==> src/hdl/mat_pkg.sv <==
// ----------------------------------------------------------------------------
// mat_pkg
// shared widths, codes and the request type of the message ack table
// ----------------------------------------------------------------------------
`default_nettype none

package mat_pkg;

  // table geometry
  localparam int TABLE_DEPTH = 16;
  localparam int MAX_NODES   = 16;
  localparam int LIST_CAP    = MAX_NODES - 1;

  localparam int ENTRY_W = $clog2(TABLE_DEPTH);
  localparam int SLOT_W  = $clog2(MAX_NODES);
  localparam int CNT_W   = SLOT_W;
  localparam int ADDR_W  = ENTRY_W + SLOT_W;
  localparam int MEM_DEPTH = TABLE_DEPTH * (1 << SLOT_W);

  // field widths
  localparam int CMD_W    = 3;
  localparam int NODE_W   = 8;
  localparam int ID_W     = 32;
  localparam int IDX_W    = 4;
  localparam int STATUS_W = 2;
  localparam int COUNT_W  = 4;

  // request queue between front and back
  localparam int QUEUE_DEPTH = 2;
  localparam int QPTR_W      = $clog2(QUEUE_DEPTH);

  // configuration port
  localparam int PADDR_W = 3;
  localparam int PDATA_W = 32;
  localparam logic REG_BCAST = 1'b0;
  localparam logic [NODE_W-1:0] BCAST_RESET = 8'hFF;

  // command codes
  localparam logic [CMD_W-1:0] CMD_SAVE = 3'd0;
  localparam logic [CMD_W-1:0] CMD_ACK  = 3'd1;
  localparam logic [CMD_W-1:0] CMD_DUP  = 3'd2;
  localparam logic [CMD_W-1:0] CMD_CNT  = 3'd3;
  localparam logic [CMD_W-1:0] CMD_NODE = 3'd4;

  // status codes
  localparam logic [STATUS_W-1:0] ST_OK        = 2'd0;
  localparam logic [STATUS_W-1:0] ST_NOT_FOUND = 2'd1;
  localparam logic [STATUS_W-1:0] ST_DUPLICATE = 2'd2;
  localparam logic [STATUS_W-1:0] ST_FULL      = 2'd3;

  typedef enum logic [2:0] {
    OP_SAVE,
    OP_ACK,
    OP_DUP,
    OP_CNT,
    OP_NODE,
    OP_NONE
  } op_t;

  typedef struct packed {
    op_t               op;
    logic [NODE_W-1:0] sender;
    logic [NODE_W-1:0] receiver;
    logic [ID_W-1:0]   message_id;
    logic [IDX_W-1:0]  ack_index;
  } req_t;

endpackage

`default_nettype wire

==> src/hdl/mat_front.sv <==
// ----------------------------------------------------------------------------
// mat_front
// takes requests, decodes the command and hands them to the queue
// ----------------------------------------------------------------------------
`default_nettype none

module mat_front
  import mat_pkg::*;
(
  input  wire logic              clk,
  input  wire logic              rst,
  input  wire logic              start,
  output logic                   busy,
  input  wire logic [CMD_W-1:0]  command,
  input  wire logic [NODE_W-1:0] sender,
  input  wire logic [NODE_W-1:0] receiver,
  input  wire logic [ID_W-1:0]   message_id,
  input  wire logic [IDX_W-1:0]  ack_index,
  input  wire logic              q_full,
  output logic                   push,
  output req_t                   req
);

  logic front_valid;
  logic accept;
  op_t  op_dec;

  always_comb begin
    unique case (command)
      CMD_SAVE: op_dec = OP_SAVE;
      CMD_ACK:  op_dec = OP_ACK;
      CMD_DUP:  op_dec = OP_DUP;
      CMD_CNT:  op_dec = OP_CNT;
      CMD_NODE: op_dec = OP_NODE;
      default:  op_dec = OP_NONE;
    endcase
  end

  assign busy   = front_valid && q_full;
  assign accept = start && !busy;
  assign push   = front_valid && !q_full;

  always_ff @(posedge clk) begin
    if (rst) begin
      front_valid <= 1'b0;
    end else begin
      front_valid <= accept || (front_valid && !push);
    end
  end

  // request holding register
  always_ff @(posedge clk) begin
    if (accept) begin
      req.op         <= op_dec;
      req.sender     <= sender;
      req.receiver   <= receiver;
      req.message_id <= message_id;
      req.ack_index  <= ack_index;
    end
  end

endmodule

`default_nettype wire

==> src/hdl/mat_queue.sv <==
// ----------------------------------------------------------------------------
// mat_queue
// short request fifo between the front and the back
// ----------------------------------------------------------------------------
`default_nettype none

module mat_queue
  import mat_pkg::*;
(
  input  wire logic clk,
  input  wire logic rst,
  input  wire logic push,
  input  wire req_t push_req,
  output logic      full,
  input  wire logic pop,
  output logic      empty,
  output req_t      head
);

  req_t              slots [QUEUE_DEPTH];
  logic [QPTR_W-1:0] wr_ptr;
  logic [QPTR_W-1:0] rd_ptr;
  logic [QPTR_W:0]   fill;

  assign full  = (fill == (QPTR_W + 1)'(QUEUE_DEPTH));
  assign empty = (fill == '0);
  assign head  = slots[rd_ptr];

  always_ff @(posedge clk) begin
    if (rst) begin
      wr_ptr <= '0;
      rd_ptr <= '0;
      fill   <= '0;
    end else begin
      if (push) begin
        wr_ptr <= (wr_ptr == QPTR_W'(QUEUE_DEPTH - 1)) ? '0 : wr_ptr + 1'b1;
      end
      if (pop) begin
        rd_ptr <= (rd_ptr == QPTR_W'(QUEUE_DEPTH - 1)) ? '0 : rd_ptr + 1'b1;
      end
      if (push && !pop) begin
        fill <= fill + 1'b1;
      end else if (pop && !push) begin
        fill <= fill - 1'b1;
      end
    end
  end

  always_ff @(posedge clk) begin
    if (push) begin
      slots[wr_ptr] <= push_req;
    end
  end

endmodule

`default_nettype wire

==> src/hdl/mat_back.sv <==
// ----------------------------------------------------------------------------
// mat_back
// executes requests: entry table, ack list memory and the scan sequencer
// ----------------------------------------------------------------------------
`default_nettype none

module mat_back
  import mat_pkg::*;
(
  input  wire logic                clk,
  input  wire logic                rst,
  input  wire logic [NODE_W-1:0]   bcast,
  input  wire logic                q_empty,
  input  wire req_t                q_head,
  output logic                     pop,
  output logic                     done,
  output logic [STATUS_W-1:0]      status,
  output logic [COUNT_W-1:0]       ack_count,
  output logic [NODE_W-1:0]        ack_node
);

  localparam int CMP_W = (CNT_W > IDX_W) ? CNT_W : IDX_W;

  typedef enum logic [2:0] {
    S_IDLE,
    S_SAVE,
    S_SCAN,
    S_LIST,
    S_FINISH,
    S_NODE_WAIT
  } state_t;

  state_t state;
  req_t   cur;

  // entry table
  logic [TABLE_DEPTH-1:0] entry_valid;
  logic [NODE_W-1:0]      entry_sender   [TABLE_DEPTH];
  logic [NODE_W-1:0]      entry_receiver [TABLE_DEPTH];
  logic [ID_W-1:0]        entry_id       [TABLE_DEPTH];
  logic [CNT_W-1:0]       entry_ack_count [TABLE_DEPTH];
  logic [ENTRY_W-1:0]     write_pointer;

  // ack list memory
  logic [NODE_W-1:0] ack_mem [MEM_DEPTH];
  logic [NODE_W-1:0] rd_data;
  logic [ADDR_W-1:0] rd_addr;
  logic [ADDR_W-1:0] wr_addr;
  logic              mem_we;

  // scan state
  logic [ENTRY_W-1:0] e;
  logic [CNT_W-1:0]   j;
  logic               rd_valid;
  logic               found;
  logic               added;
  logic               full;
  logic [ENTRY_W-1:0] sel_e;
  logic [CNT_W-1:0]   sel_cnt;

  logic id_hit, ack_hit, dup_hit, qry_hit, scan_hit;
  logic last_e, last_wp;
  logic list_found, list_more, room, node_in_range;

  assign id_hit  = (entry_id[e] == cur.message_id);
  assign ack_hit = entry_valid[e] && id_hit &&
                   ((entry_receiver[e] == cur.sender) || (entry_receiver[e] == bcast));
  assign dup_hit = entry_valid[e] && id_hit && (entry_sender[e] == cur.sender);
  assign qry_hit = entry_valid[e] && id_hit && (entry_receiver[e] == cur.sender);
  assign scan_hit = (cur.op == OP_DUP) ? dup_hit : qry_hit;

  assign last_e  = (e == ENTRY_W'(TABLE_DEPTH - 1));
  assign last_wp = (write_pointer == ENTRY_W'(TABLE_DEPTH - 1));

  assign list_found = rd_valid && (rd_data == cur.sender);
  assign list_more  = (j < entry_ack_count[e]);
  assign room       = (entry_ack_count[e] < CNT_W'(LIST_CAP));
  assign node_in_range = (CMP_W'(cur.ack_index) < CMP_W'(sel_cnt));

  assign pop    = (state == S_IDLE) && !q_empty;
  assign mem_we = (state == S_LIST) && !rd_valid && !list_more && room;
  assign wr_addr = {e, entry_ack_count[e]};
  assign rd_addr = (state == S_LIST) ? {e, j} : {sel_e, SLOT_W'(cur.ack_index)};

  always_ff @(posedge clk) begin
    if (mem_we) begin
      ack_mem[wr_addr] <= cur.sender;
    end
    rd_data <= ack_mem[rd_addr];
  end

  // request and entry payload
  always_ff @(posedge clk) begin
    if (pop) begin
      cur <= q_head;
    end
    if (state == S_SAVE) begin
      entry_sender[write_pointer]   <= cur.sender;
      entry_receiver[write_pointer] <= cur.receiver;
      entry_id[write_pointer]       <= cur.message_id;
    end
  end

  always_ff @(posedge clk) begin
    if (rst) begin
      state         <= S_IDLE;
      entry_valid   <= '0;
      write_pointer <= '0;
      for (int i = 0; i < TABLE_DEPTH; i++) begin
        entry_ack_count[i] <= '0;
      end
      e         <= '0;
      j         <= '0;
      rd_valid  <= 1'b0;
      found     <= 1'b0;
      added     <= 1'b0;
      full      <= 1'b0;
      sel_e     <= '0;
      sel_cnt   <= '0;
      done      <= 1'b0;
      status    <= ST_OK;
      ack_count <= '0;
      ack_node  <= '0;
    end else begin
      done     <= 1'b0;
      rd_valid <= 1'b0;
      unique case (state)
        S_IDLE: begin
          if (!q_empty) begin
            unique case (q_head.op) inside
              OP_SAVE: begin
                state <= S_SAVE;
              end
              OP_ACK, OP_DUP, OP_CNT, OP_NODE: begin
                state <= S_SCAN;
                e     <= '0;
                found <= 1'b0;
                added <= 1'b0;
                full  <= 1'b0;
              end
              default: begin
                done      <= 1'b1;
                status    <= ST_NOT_FOUND;
                ack_count <= '0;
                ack_node  <= '0;
              end
            endcase
          end
        end
        S_SAVE: begin
          entry_valid[write_pointer]     <= 1'b1;
          entry_ack_count[write_pointer] <= '0;
          write_pointer <= last_wp ? '0 : write_pointer + 1'b1;
          done      <= 1'b1;
          status    <= ST_OK;
          ack_count <= '0;
          ack_node  <= '0;
          state     <= S_IDLE;
        end
        S_SCAN: begin
          if (cur.op == OP_ACK && ack_hit) begin
            state <= S_LIST;
            j     <= '0;
          end else begin
            if (cur.op != OP_ACK) begin
              found <= found || scan_hit;
              if (scan_hit && (cur.op == OP_NODE || !found)) begin
                sel_e   <= e;
                sel_cnt <= entry_ack_count[e];
              end
            end
            if (last_e) begin
              state <= S_FINISH;
            end else begin
              e <= e + 1'b1;
            end
          end
        end
        S_LIST: begin
          if (list_found || (!rd_valid && !list_more)) begin
            if (!list_found) begin
              if (room) begin
                entry_ack_count[e] <= entry_ack_count[e] + 1'b1;
                added <= 1'b1;
              end else begin
                full <= 1'b1;
              end
            end
            if (last_e) begin
              state <= S_FINISH;
            end else begin
              e     <= e + 1'b1;
              state <= S_SCAN;
            end
          end else if (list_more) begin
            j        <= j + 1'b1;
            rd_valid <= 1'b1;
          end
        end
        S_FINISH: begin
          ack_count <= '0;
          ack_node  <= '0;
          state     <= S_IDLE;
          unique case (cur.op) inside
            OP_ACK: begin
              done   <= 1'b1;
              status <= added ? ST_OK : (full ? ST_FULL : ST_NOT_FOUND);
            end
            OP_DUP: begin
              done   <= 1'b1;
              status <= found ? ST_DUPLICATE : ST_NOT_FOUND;
            end
            OP_CNT: begin
              done      <= 1'b1;
              status    <= found ? ST_OK : ST_NOT_FOUND;
              ack_count <= found ? COUNT_W'(sel_cnt) : '0;
            end
            OP_NODE: begin
              if (found && node_in_range) begin
                state <= S_NODE_WAIT;
              end else begin
                done   <= 1'b1;
                status <= found ? ST_OK : ST_NOT_FOUND;
              end
            end
            default: begin
              done   <= 1'b1;
              status <= ST_NOT_FOUND;
            end
          endcase
        end
        S_NODE_WAIT: begin
          done      <= 1'b1;
          status    <= ST_OK;
          ack_count <= '0;
          ack_node  <= rd_data;
          state     <= S_IDLE;
        end
        default: begin
          state <= S_IDLE;
        end
      endcase
    end
  end

endmodule

`default_nettype wire

==> src/hdl/message_ack_table.sv <==
// ----------------------------------------------------------------------------
// message_ack_table
// ring table of recent radio messages with per-message acknowledgment lists
// ----------------------------------------------------------------------------
// request: command and its fields with start high, taken at a rising edge
//   where start is high and busy is low
// result: done high for exactly one cycle with status, ack_count and
//   ack_node; the receiver cannot stall, each result is taken in that cycle
// config: apb-style, broadcast_address at byte address 0, pready tied high
// steps: the request passes the front register and the queue; the back
//   end then answers an unknown command from idle and a save from its save
//   state; duplicate check and ack count scan all TABLE_DEPTH entries (one
//   entry a cycle); ack node does the same scan plus one extra ack memory
//   read when ack_index lies inside the list; record ack scans the table
//   and, per matching entry, walks its list in the ack memory
// throughput: one request at a time in the back end, set by the entry scan
//   and the single ack memory port; a front register and a two-deep queue
//   take further requests meanwhile, busy rises once both are occupied
// reset: synchronous rst empties the queue, clears valid bits, ack counts
//   and the write pointer, sets broadcast_address to 255; no clearing pass
// ----------------------------------------------------------------------------
`default_nettype none

module message_ack_table
  import mat_pkg::*;
(
  input  wire logic                clk,
  input  wire logic                rst,
  // request channel
  input  wire logic                start,
  output logic                     busy,
  input  wire logic [CMD_W-1:0]    command,
  input  wire logic [NODE_W-1:0]   sender,
  input  wire logic [NODE_W-1:0]   receiver,
  input  wire logic [ID_W-1:0]     message_id,
  input  wire logic [IDX_W-1:0]    ack_index,
  // result channel
  output logic                     done,
  output logic [STATUS_W-1:0]      status,
  output logic [COUNT_W-1:0]       ack_count,
  output logic [NODE_W-1:0]        ack_node,
  // configuration port
  input  wire logic                psel,
  input  wire logic                penable,
  input  wire logic                pwrite,
  input  wire logic [PADDR_W-1:0]  paddr,
  input  wire logic [PDATA_W-1:0]  pwdata,
  output logic [PDATA_W-1:0]       prdata,
  output logic                     pready
);

  logic [NODE_W-1:0] broadcast_address;
  logic              reg_sel;
  logic              cfg_write;

  // front to queue
  logic q_push;
  req_t front_req;
  logic q_full;

  // queue to back
  logic q_pop;
  logic q_empty;
  req_t q_head;

  // ---------------------------------------------------------------------
  // configuration register: word index is the address above the byte bits
  // ---------------------------------------------------------------------
  assign reg_sel   = (paddr[PADDR_W-1] == REG_BCAST);
  assign cfg_write = psel && penable && pwrite && pready;
  assign pready    = 1'b1;
  assign prdata    = reg_sel ? PDATA_W'(broadcast_address) : '0;

  always_ff @(posedge clk) begin
    if (rst) begin
      broadcast_address <= BCAST_RESET;
    end else if (cfg_write && reg_sel) begin
      broadcast_address <= pwdata[NODE_W-1:0];
    end
  end

  // ---------------------------------------------------------------------
  // front: takes the request and decodes the command
  // ---------------------------------------------------------------------
  mat_front u_front (
    .clk        (clk),
    .rst        (rst),
    .start      (start),
    .busy       (busy),
    .command    (command),
    .sender     (sender),
    .receiver   (receiver),
    .message_id (message_id),
    .ack_index  (ack_index),
    .q_full     (q_full),
    .push       (q_push),
    .req        (front_req)
  );

  // ---------------------------------------------------------------------
  // queue: decouples request intake from the scan sequencer
  // ---------------------------------------------------------------------
  mat_queue u_queue (
    .clk      (clk),
    .rst      (rst),
    .push     (q_push),
    .push_req (front_req),
    .full     (q_full),
    .pop      (q_pop),
    .empty    (q_empty),
    .head     (q_head)
  );

  // ---------------------------------------------------------------------
  // back: entry table, ack lists and the scan that answers each request
  // ---------------------------------------------------------------------
  mat_back u_back (
    .clk       (clk),
    .rst       (rst),
    .bcast     (broadcast_address),
    .q_empty   (q_empty),
    .q_head    (q_head),
    .pop       (q_pop),
    .done      (done),
    .status    (status),
    .ack_count (ack_count),
    .ack_node  (ack_node)
  );

  // ---------------------------------------------------------------------
  // checks
  // ---------------------------------------------------------------------

  // any status other than ok carries empty data fields
  assert property (@(posedge clk) disable iff (rst)
    done && (status != ST_OK) |-> (ack_count == '0) && (ack_node == '0))
    else $error("non-ok result with data fields set");

  // the intake only closes after it has taken a request
  assert property (@(posedge clk) disable iff (rst)
    $rose(busy) |-> $past(start))
    else $error("busy rose without a request being taken");

  // reset leaves the intake open
  assert property (@(posedge clk)
    rst |=> !busy)
    else $error("busy after reset");

endmodule

`default_nettype wire

==> config.mk <==
export PLATFORM = sky130hd
export DESIGN_NAME = message_ack_table
export DESIGN_NICKNAME = d
export VERILOG_FILES = /design/src/hdl/mat_pkg.sv /design/src/hdl/mat_front.sv /design/src/hdl/mat_queue.sv /design/src/hdl/mat_back.sv /design/src/hdl/message_ack_table.sv
export SDC_FILE = /design/constraint.sdc
export NUM_CORES = 2
export LEC_CHECK = 0
export BUFFER_PORTS_ARGS = -buffer_cell sky130_fd_sc_hd__clkbuf_2
export CAP_MARGIN = 20
export CORE_MARGIN = 2
export CORE_UTILIZATION = 60
export DETAILED_ROUTE_END_ITERATION = 16
export PLACE_DENSITY = 0.87
export SYNTH_ARGS = -nofsm -noshare
export SYNTH_HDL_FRONTEND = slang
export SYNTH_SLANG_ARGS = --single-unit
export TNS_END_PERCENT = 20
==> constraint.sdc <==
create_clock -name clk -period 8.55 [get_ports clk]
set_clock_uncertainty 0.05 [all_clocks]
set_input_delay 1.71 -clock clk [delete_from_list [all_inputs] [get_ports clk]]
set_output_delay 1.71 -clock clk [all_outputs]
set_load 0.02 [all_outputs]
**After elaboration in Yosys (flattened, before gate mapping)**

Memories as Yosys holds them, arrays and structs flattened. A register that Yosys moved wholly into a read port is not among the register bits.
Cells that the tools add are included.

- Flip-flop bits (word level): 181
- Bits in writable memories: 2990
- Logic and storage cells: 259
- Memories kept: 6

- Add/subtract/negate cells: 8
- $lt $le $gt $ge: 6
- Equality and inequality tests: 41
- Mux-type cells: 100
- Bitwise operators: 4
- Reduce and logical (&&, ||, !) cells: 64

Memory list:

| name | depth | bits a word | rd ports | clocked after Yosys merged registers in | wr ports | RTL line | source |
|---|---|---|---|---|---|---|---|
| u_back.ack_mem | 256 | 8 | 1 | 1 | 1 | mat_back.sv:45 | `logic [NODE_W-1:0] ack_mem [MEM_DEPTH];` |
| u_back.entry_id | 16 | 32 | 1 | 1 | 1 | mat_back.sv:40 | `logic [ID_W-1:0] entry_id [TABLE_DEPTH];` |
| u_back.entry_receiver | 16 | 8 | 1 | 1 | 1 | mat_back.sv:39 | `logic [NODE_W-1:0] entry_receiver [TABLE_DEPTH];` |
| u_back.entry_sender | 16 | 8 | 1 | 1 | 1 | mat_back.sv:38 | `logic [NODE_W-1:0] entry_sender [TABLE_DEPTH];` |
| u_queue.slots | 2 | 55 | 1 | 1 | 1 | mat_queue.sv:20 | `req_t slots [QUEUE_DEPTH];` |
| u_back.entry_ack_count | 16 | 4 | 1 | 1 | 16 | mat_back.sv:41 | `logic [CNT_W-1:0] entry_ack_count [TABLE_DEPTH];` |

Operator list:

| cell | count |
|---|---|
| 4-bit 2-to-1 mux | 25 |
| 1-bit 2-to-1 mux | 41 |
| 32-bit == test | 1 |
| 8-bit == test | 4 |
| 8-bit 2-to-1 mux | 4 |
| 3-bit by 2-bit == test with 1-bit output, second input constant | 8 |
| 4-bit case mux with 3 select lines | 2 |
| 8-bit case mux with 3 select lines | 1 |
| 1-bit logical AND | 23 |
| 3-bit 2-to-1 mux | 7 |
| 4-bit by 1-bit adder with 4-bit output, second input constant | 4 |
| 2-bit 2-to-1 mux | 8 |
| 2-bit != test, second input constant | 8 |
| 16-bit OR | 1 |
| 4-bit AND reduction | 4 |
| 3-bit == test, second input constant | 5 |
| 3-bit case mux with 5 select lines | 1 |
| 3-bit by 1-bit == test with 1-bit output, second input constant | 4 |
| 3-bit case mux with 4 select lines | 1 |
| 6-bit AND reduction | 2 |
| 4-bit OR reduction | 3 |
| 4-bit by 5-bit less-than comparator with 1-bit output, second input constant | 2 |
| 5-bit AND reduction | 2 |
| 3-bit zero test | 3 |
| 29 further kinds | 59 |

**Logic depth before layout (Yosys ltp)**

- Word-level depth: 10
- Depth in mapped cells: 23
- Depth with buffers taken out: 14

**Hierarchy**

A second synthesis with hierarchy kept.

- Cell total of the unflattened synthesis: 6331
- Area, all modules: 124369.3 µm²

Modules (own cells, without submodules):

| module | times used | cells each | area an instance (µm²) | sequential area each (µm²) |
|---|---|---|---|---|
| mat_back | 1 | 6003 | 117858.0 | 89535.9 |
| mat_queue | 1 | 193 | 4194.0 | 3403.3 |
| mat_front | 1 | 64 | 1721.7 | 1671.6 |
| message_ack_table | 1 | 71 | 595.6 | 160.2 |

**Worst setup path after synthesis**

OpenSTA, ideal clock, no wires.

- Kind: register to register
- From: reg u_back.cur[49] in the netlist's numbering
- To: reg (tool-made name)
- Library setup time: 0.095 ns
- Data arrival time: 5.691 ns
- Required time: 8.405 ns
- Slack: 2.714 ns
- Stages on the path, launching flop included: 11
- Path buffers: 1
- Period minus slack after synthesis: 5.836 ns
- Path through: edfxtp_1 > clkbuf_1 > xnor2_1 > nand4_1 > nor4_1 > a31oi_1 > o21a_1 > or3_1 > or3_1 > or2_1 > a221oi_1

RTL lines:

| what | RTL line | source |
|---|---|---|
| start, declared | mat_back.sv:34 | `req_t cur;` |
| start signal, assigned | mat_back.sv:95 | `cur <= q_head;` |

==> parameters.txt <==
Parameter                              Value

Routing
  Vias per cell    7.22
  Total DRC errors in the routed layout    0
  Number of DRC markers in iteration 0    12000
  Final wirelength    346000 um
  Drt pass-1 iters    9
  Post-detailed-route wirelength per cell    approximately 36 um
  Via Count    69500
  Antenna-violating nets left    0

Synthesis
  Netlist area before placement    ~120000 um2
  Distinct cell type count after synthesis    71
  Avg Cell Area, Syn    just under 20 um2
  Dominant register cell in the synthesized netlist    sky130_fd_sc_hd__edfxtp_1
  Commonest cells post-synth    sky130_fd_sc_hd__edfxtp_1 (3100), sky130_fd_sc_hd__mux4_2 (719), sky130_fd_sc_hd__nand2_1 (618)
  Post-Syn Instances    about 6400
  Fraction of synthesis flops using an asynchronous set or reset pin    0%
  Yosys top cell area share    between 70 and 80%
  YS warnings    0
  FF+latch count, synth    between 3000 and 4000
  Cell type contributing the most total cell area after synthesis    sky130_fd_sc_hd__edfxtp_1
  Count leader, synth    sky130_fd_sc_hd__edfxtp_1
  Number of flops mapped to enable cells by yosys    between 3000 and 4000
  Leading post-synthesis cells by cell area    sky130_fd_sc_hd__edfxtp_1 (75%), sky130_fd_sc_hd__mux4_2 (13%), sky130_fd_sc_hd__nand2_1 (1.9%), sky130_fd_sc_hd__nand3_1 (1.6%), sky130_fd_sc_hd__dfxtp_1 (1.4%)
  Post-synthesis sequential area ratio    76.3%

Cells and area
  Nets    6824
  Area Growth Syn to Fin    10.8%
  End-of-flow core utilization    67.0%
  Fraction of layout cells with a size suffix above 1    20.6%

Power
  Worst-case vdd ir drop    0.302 mV
  Leakage power    about 0.044 uW
  Power density relative to cell area    302 nW/um2

Worst setup path
  Worst Path Buf+Inv    2
  Register-to-register setup slack    2140 ps
  Slowest cell on the critical path    sky130_fd_sc_hd__o2111ai_1
  Data arrival time of the worst path    between 7000 and 8000 ps
  Reg2reg path depth    12
  Critical path required time    a little over 9000 ps
  Crit. End Element    flip-flop
  Most frequent cell on the critical path    sky130_fd_sc_hd__buf_4
  Sequence of cells on the critical path    buf_4, buf_4, mux4_2, a22oi_1, o21ai_0, xnor2_1, nand2_1, nor4b_1, o2111ai_1, a21oi_1, or2_1, a221oi_1
  WS Path Type    reg -> reg
  Cell type group with the largest total delay on the critical path    compound AO/OA/AOI/OAI gates
  Worst stage delay on the critical path    between 1000 and 1500 ps
  Critical Path Start Type    flip-flop
  Maximum net fanout on the critical path    53

Clock tree
  Buffers inserted by post-CTS timing repair    0
  Root cell of the clock tree    sky130_fd_sc_hd__clkbuf_16
  Post-cts resize count    0
  Clock buffers created by TritonCTS    313
  CTS clock-pin slew for the worst setup and hold paths    70 ps
  TritonCTS clock tree    done
  Clock insertion delay at the later pin of the skew report    roughly 960 ps
  CTS H-tree lvls    5
  Number of sinks handled by clock tree synthesis    3184
  Number of hold buffers added after CTS    0
  Longest Clk Path Bufs    4

Timing
  Fmax achieved    156 MHz
  RSZ-0062 raised after global routing    false
  Transition at the pin with the smallest max-transition slack    between 1000 and 1500 ps
  Total of endpoints with negative setup slack in the final report    0
  Final clock period utilization by the worst path    between 70% and 80%
  Slew Limit Headroom    between 10 and 15%
  Max-slew violation total from the final report    0
  Final-layout setup total negative slack    0 ps
  Fin. Hold Viols    0
  Final critical path time including I/O delays and setup    about 6400 ps

Floorplan
  Rows    between 150 and 200
  Ports placed on the boundary    145
  Starting density of the core    between 60 and 70%
  Floorplan Core Area    205000 um2
  Die Y-Extent    459 um
  Full die area    roughly 210000 um2
  Horizontal die dimension    459 um

Global route
  Global-route wire length before repair    between 400000 and 500000 um
  Initial antenna violation count    16
  Number of global-route vias before repair    70000
  Largest net degree at the start of global routing    228
  Global-route congestion overflow total    0
  Total Routing Usage GR    32.2%

Hold path
  End of the worst hold path    u_queue.slots[1][43]
  Startpoint of the lowest-slack hold path    u_front.req[43]
  Class of the most critical hold timing path    reg -> reg
  Hold path cells    0

Place
  Final weighted congestion of routability-driven global placement    0.890
  Number of buffers inserted by port buffering    93
  Sum of net half-perimeters after detailed placement    between 150000 and 200000 um

Status
  Status    finished, final reports clean

Job
  Max-capacitance violation count    0
[report_power, final]
| part | leakage (uW) | switching, uW | internal (uW) |
|---|---|---|---|
| sequential | 0.0288 | 666 | 19100 |
| combinational | 0.0101 | 5280 | 2930 |
| clock | 0.00465 | 5990 | 7500 |
| total | 0.0435 | 11900 | 29500 |
[cell usage in the layout, fill, tap and decap left out, drive strengths merged, types with 70 or more instances in the layout]
master | Yosys | layout
a21oi | 95 | 95
buf | 140 | 85
clkbuf | 241 | 481
clkinv | 0 | 111
conb | 2 | 153
dfxtp | 84 | 84
edfxtp | 3100 | 3100
mux2 | 70 | 70
mux2i | 88 | 88
mux4 | 719 | 719
nand2 | 618 | 618
nand3 | 397 | 397
nor2 | 405 | 405
[metal layers]
metal  global-route usage (%)  part of all wire [%]  up-vias
li1                         -                     -    26100
met2                     53.2                    50     7037
met5                        0                 0.021        -
met3                     6.93                    12     1621
met1                     38.7                    30    34700
met4                     21.1                   8.1       10
[flip-flops by register name (all words and copies together), names as in the netlist, 8 cells and up, named ones only]
name                    cells
broadcast_address           8
u_back.ack_mem           2048
u_back.ack_node             8
u_back.cur                 55
u_back.entry_ack_count     64
u_back.entry_id           512
u_back.entry_receiver     128
u_back.entry_sender       128
u_back.entry_valid         16
u_back.rd_data              8
u_front.req                55
u_queue.slots             110
[how the worst max path moves through the flow]
stage	endpoint	slack (ps)	depth (start not counted)
floorplan	flip-flop	2710	10
global placement	u_back.sel_e[0]	2490	12
detailed placement	u_back.sel_e[3]	2420	12
CTS	u_back.sel_e[0]	2340	12
global route	u_back.sel_e[0]	1940	12
finish	flip-flop	2140	12
[worst register-to-register path, cell delays in order, from the launching register on]
cell and delay (ps):
sky130_fd_sc_hd__dfxtp_4 570, sky130_fd_sc_hd__buf_4 690, sky130_fd_sc_hd__buf_4 890, sky130_fd_sc_hd__mux4_2 700
sky130_fd_sc_hd__a22oi_1 200, sky130_fd_sc_hd__o21ai_0 440, sky130_fd_sc_hd__xnor2_1 280, sky130_fd_sc_hd__nand2_1 190
sky130_fd_sc_hd__nor4b_1 120, sky130_fd_sc_hd__o2111ai_1 1040, sky130_fd_sc_hd__a21oi_1 250, sky130_fd_sc_hd__or2_1 340
sky130_fd_sc_hd__a221oi_1 470
[final cells by class]
class                           count  area (um2)
Inverter                           25        93.8
Clock inverter                    142        1230
Fill cell                       11600       67700
Timing Repair Buffer              177        1380
Sequential cell                  3184       94800
Antenna cell                       11        27.5
Tap cell                         2688        3360
Multi-Input combinational cell   3007       28400
Clock buffer                      389        8300
[through the flow]
stage	setup WS (ps)	area [um2]	total power (uW)	cells	hold slack, ps
after floorplan	2710	125000	25300	6597	371
after global placement	2490	128000	27300	9073	377
after detailed placement	2420	128000	27700	9075	381
after CTS	2340	137000	41100	9606	397
after global routing	1940	138000	42300	9615	405
final	2140	138000	41500	9623	399
[logic make-up after synthesis]
kind of cell             share of synthesized area [%]
flip-flops                                        76.3
buffers and inverters                             1.41
AND/OR/NAND/NOR                                   5.75
adder cells (fa/ha/maj)                          0.202
AO/OA/AOI/OAI                                     1.31
XOR/XNOR                                         0.586
multiplexers                                      14.4
other                                          0.00605
No activity file was read; power rests on OpenSTA's default activity.
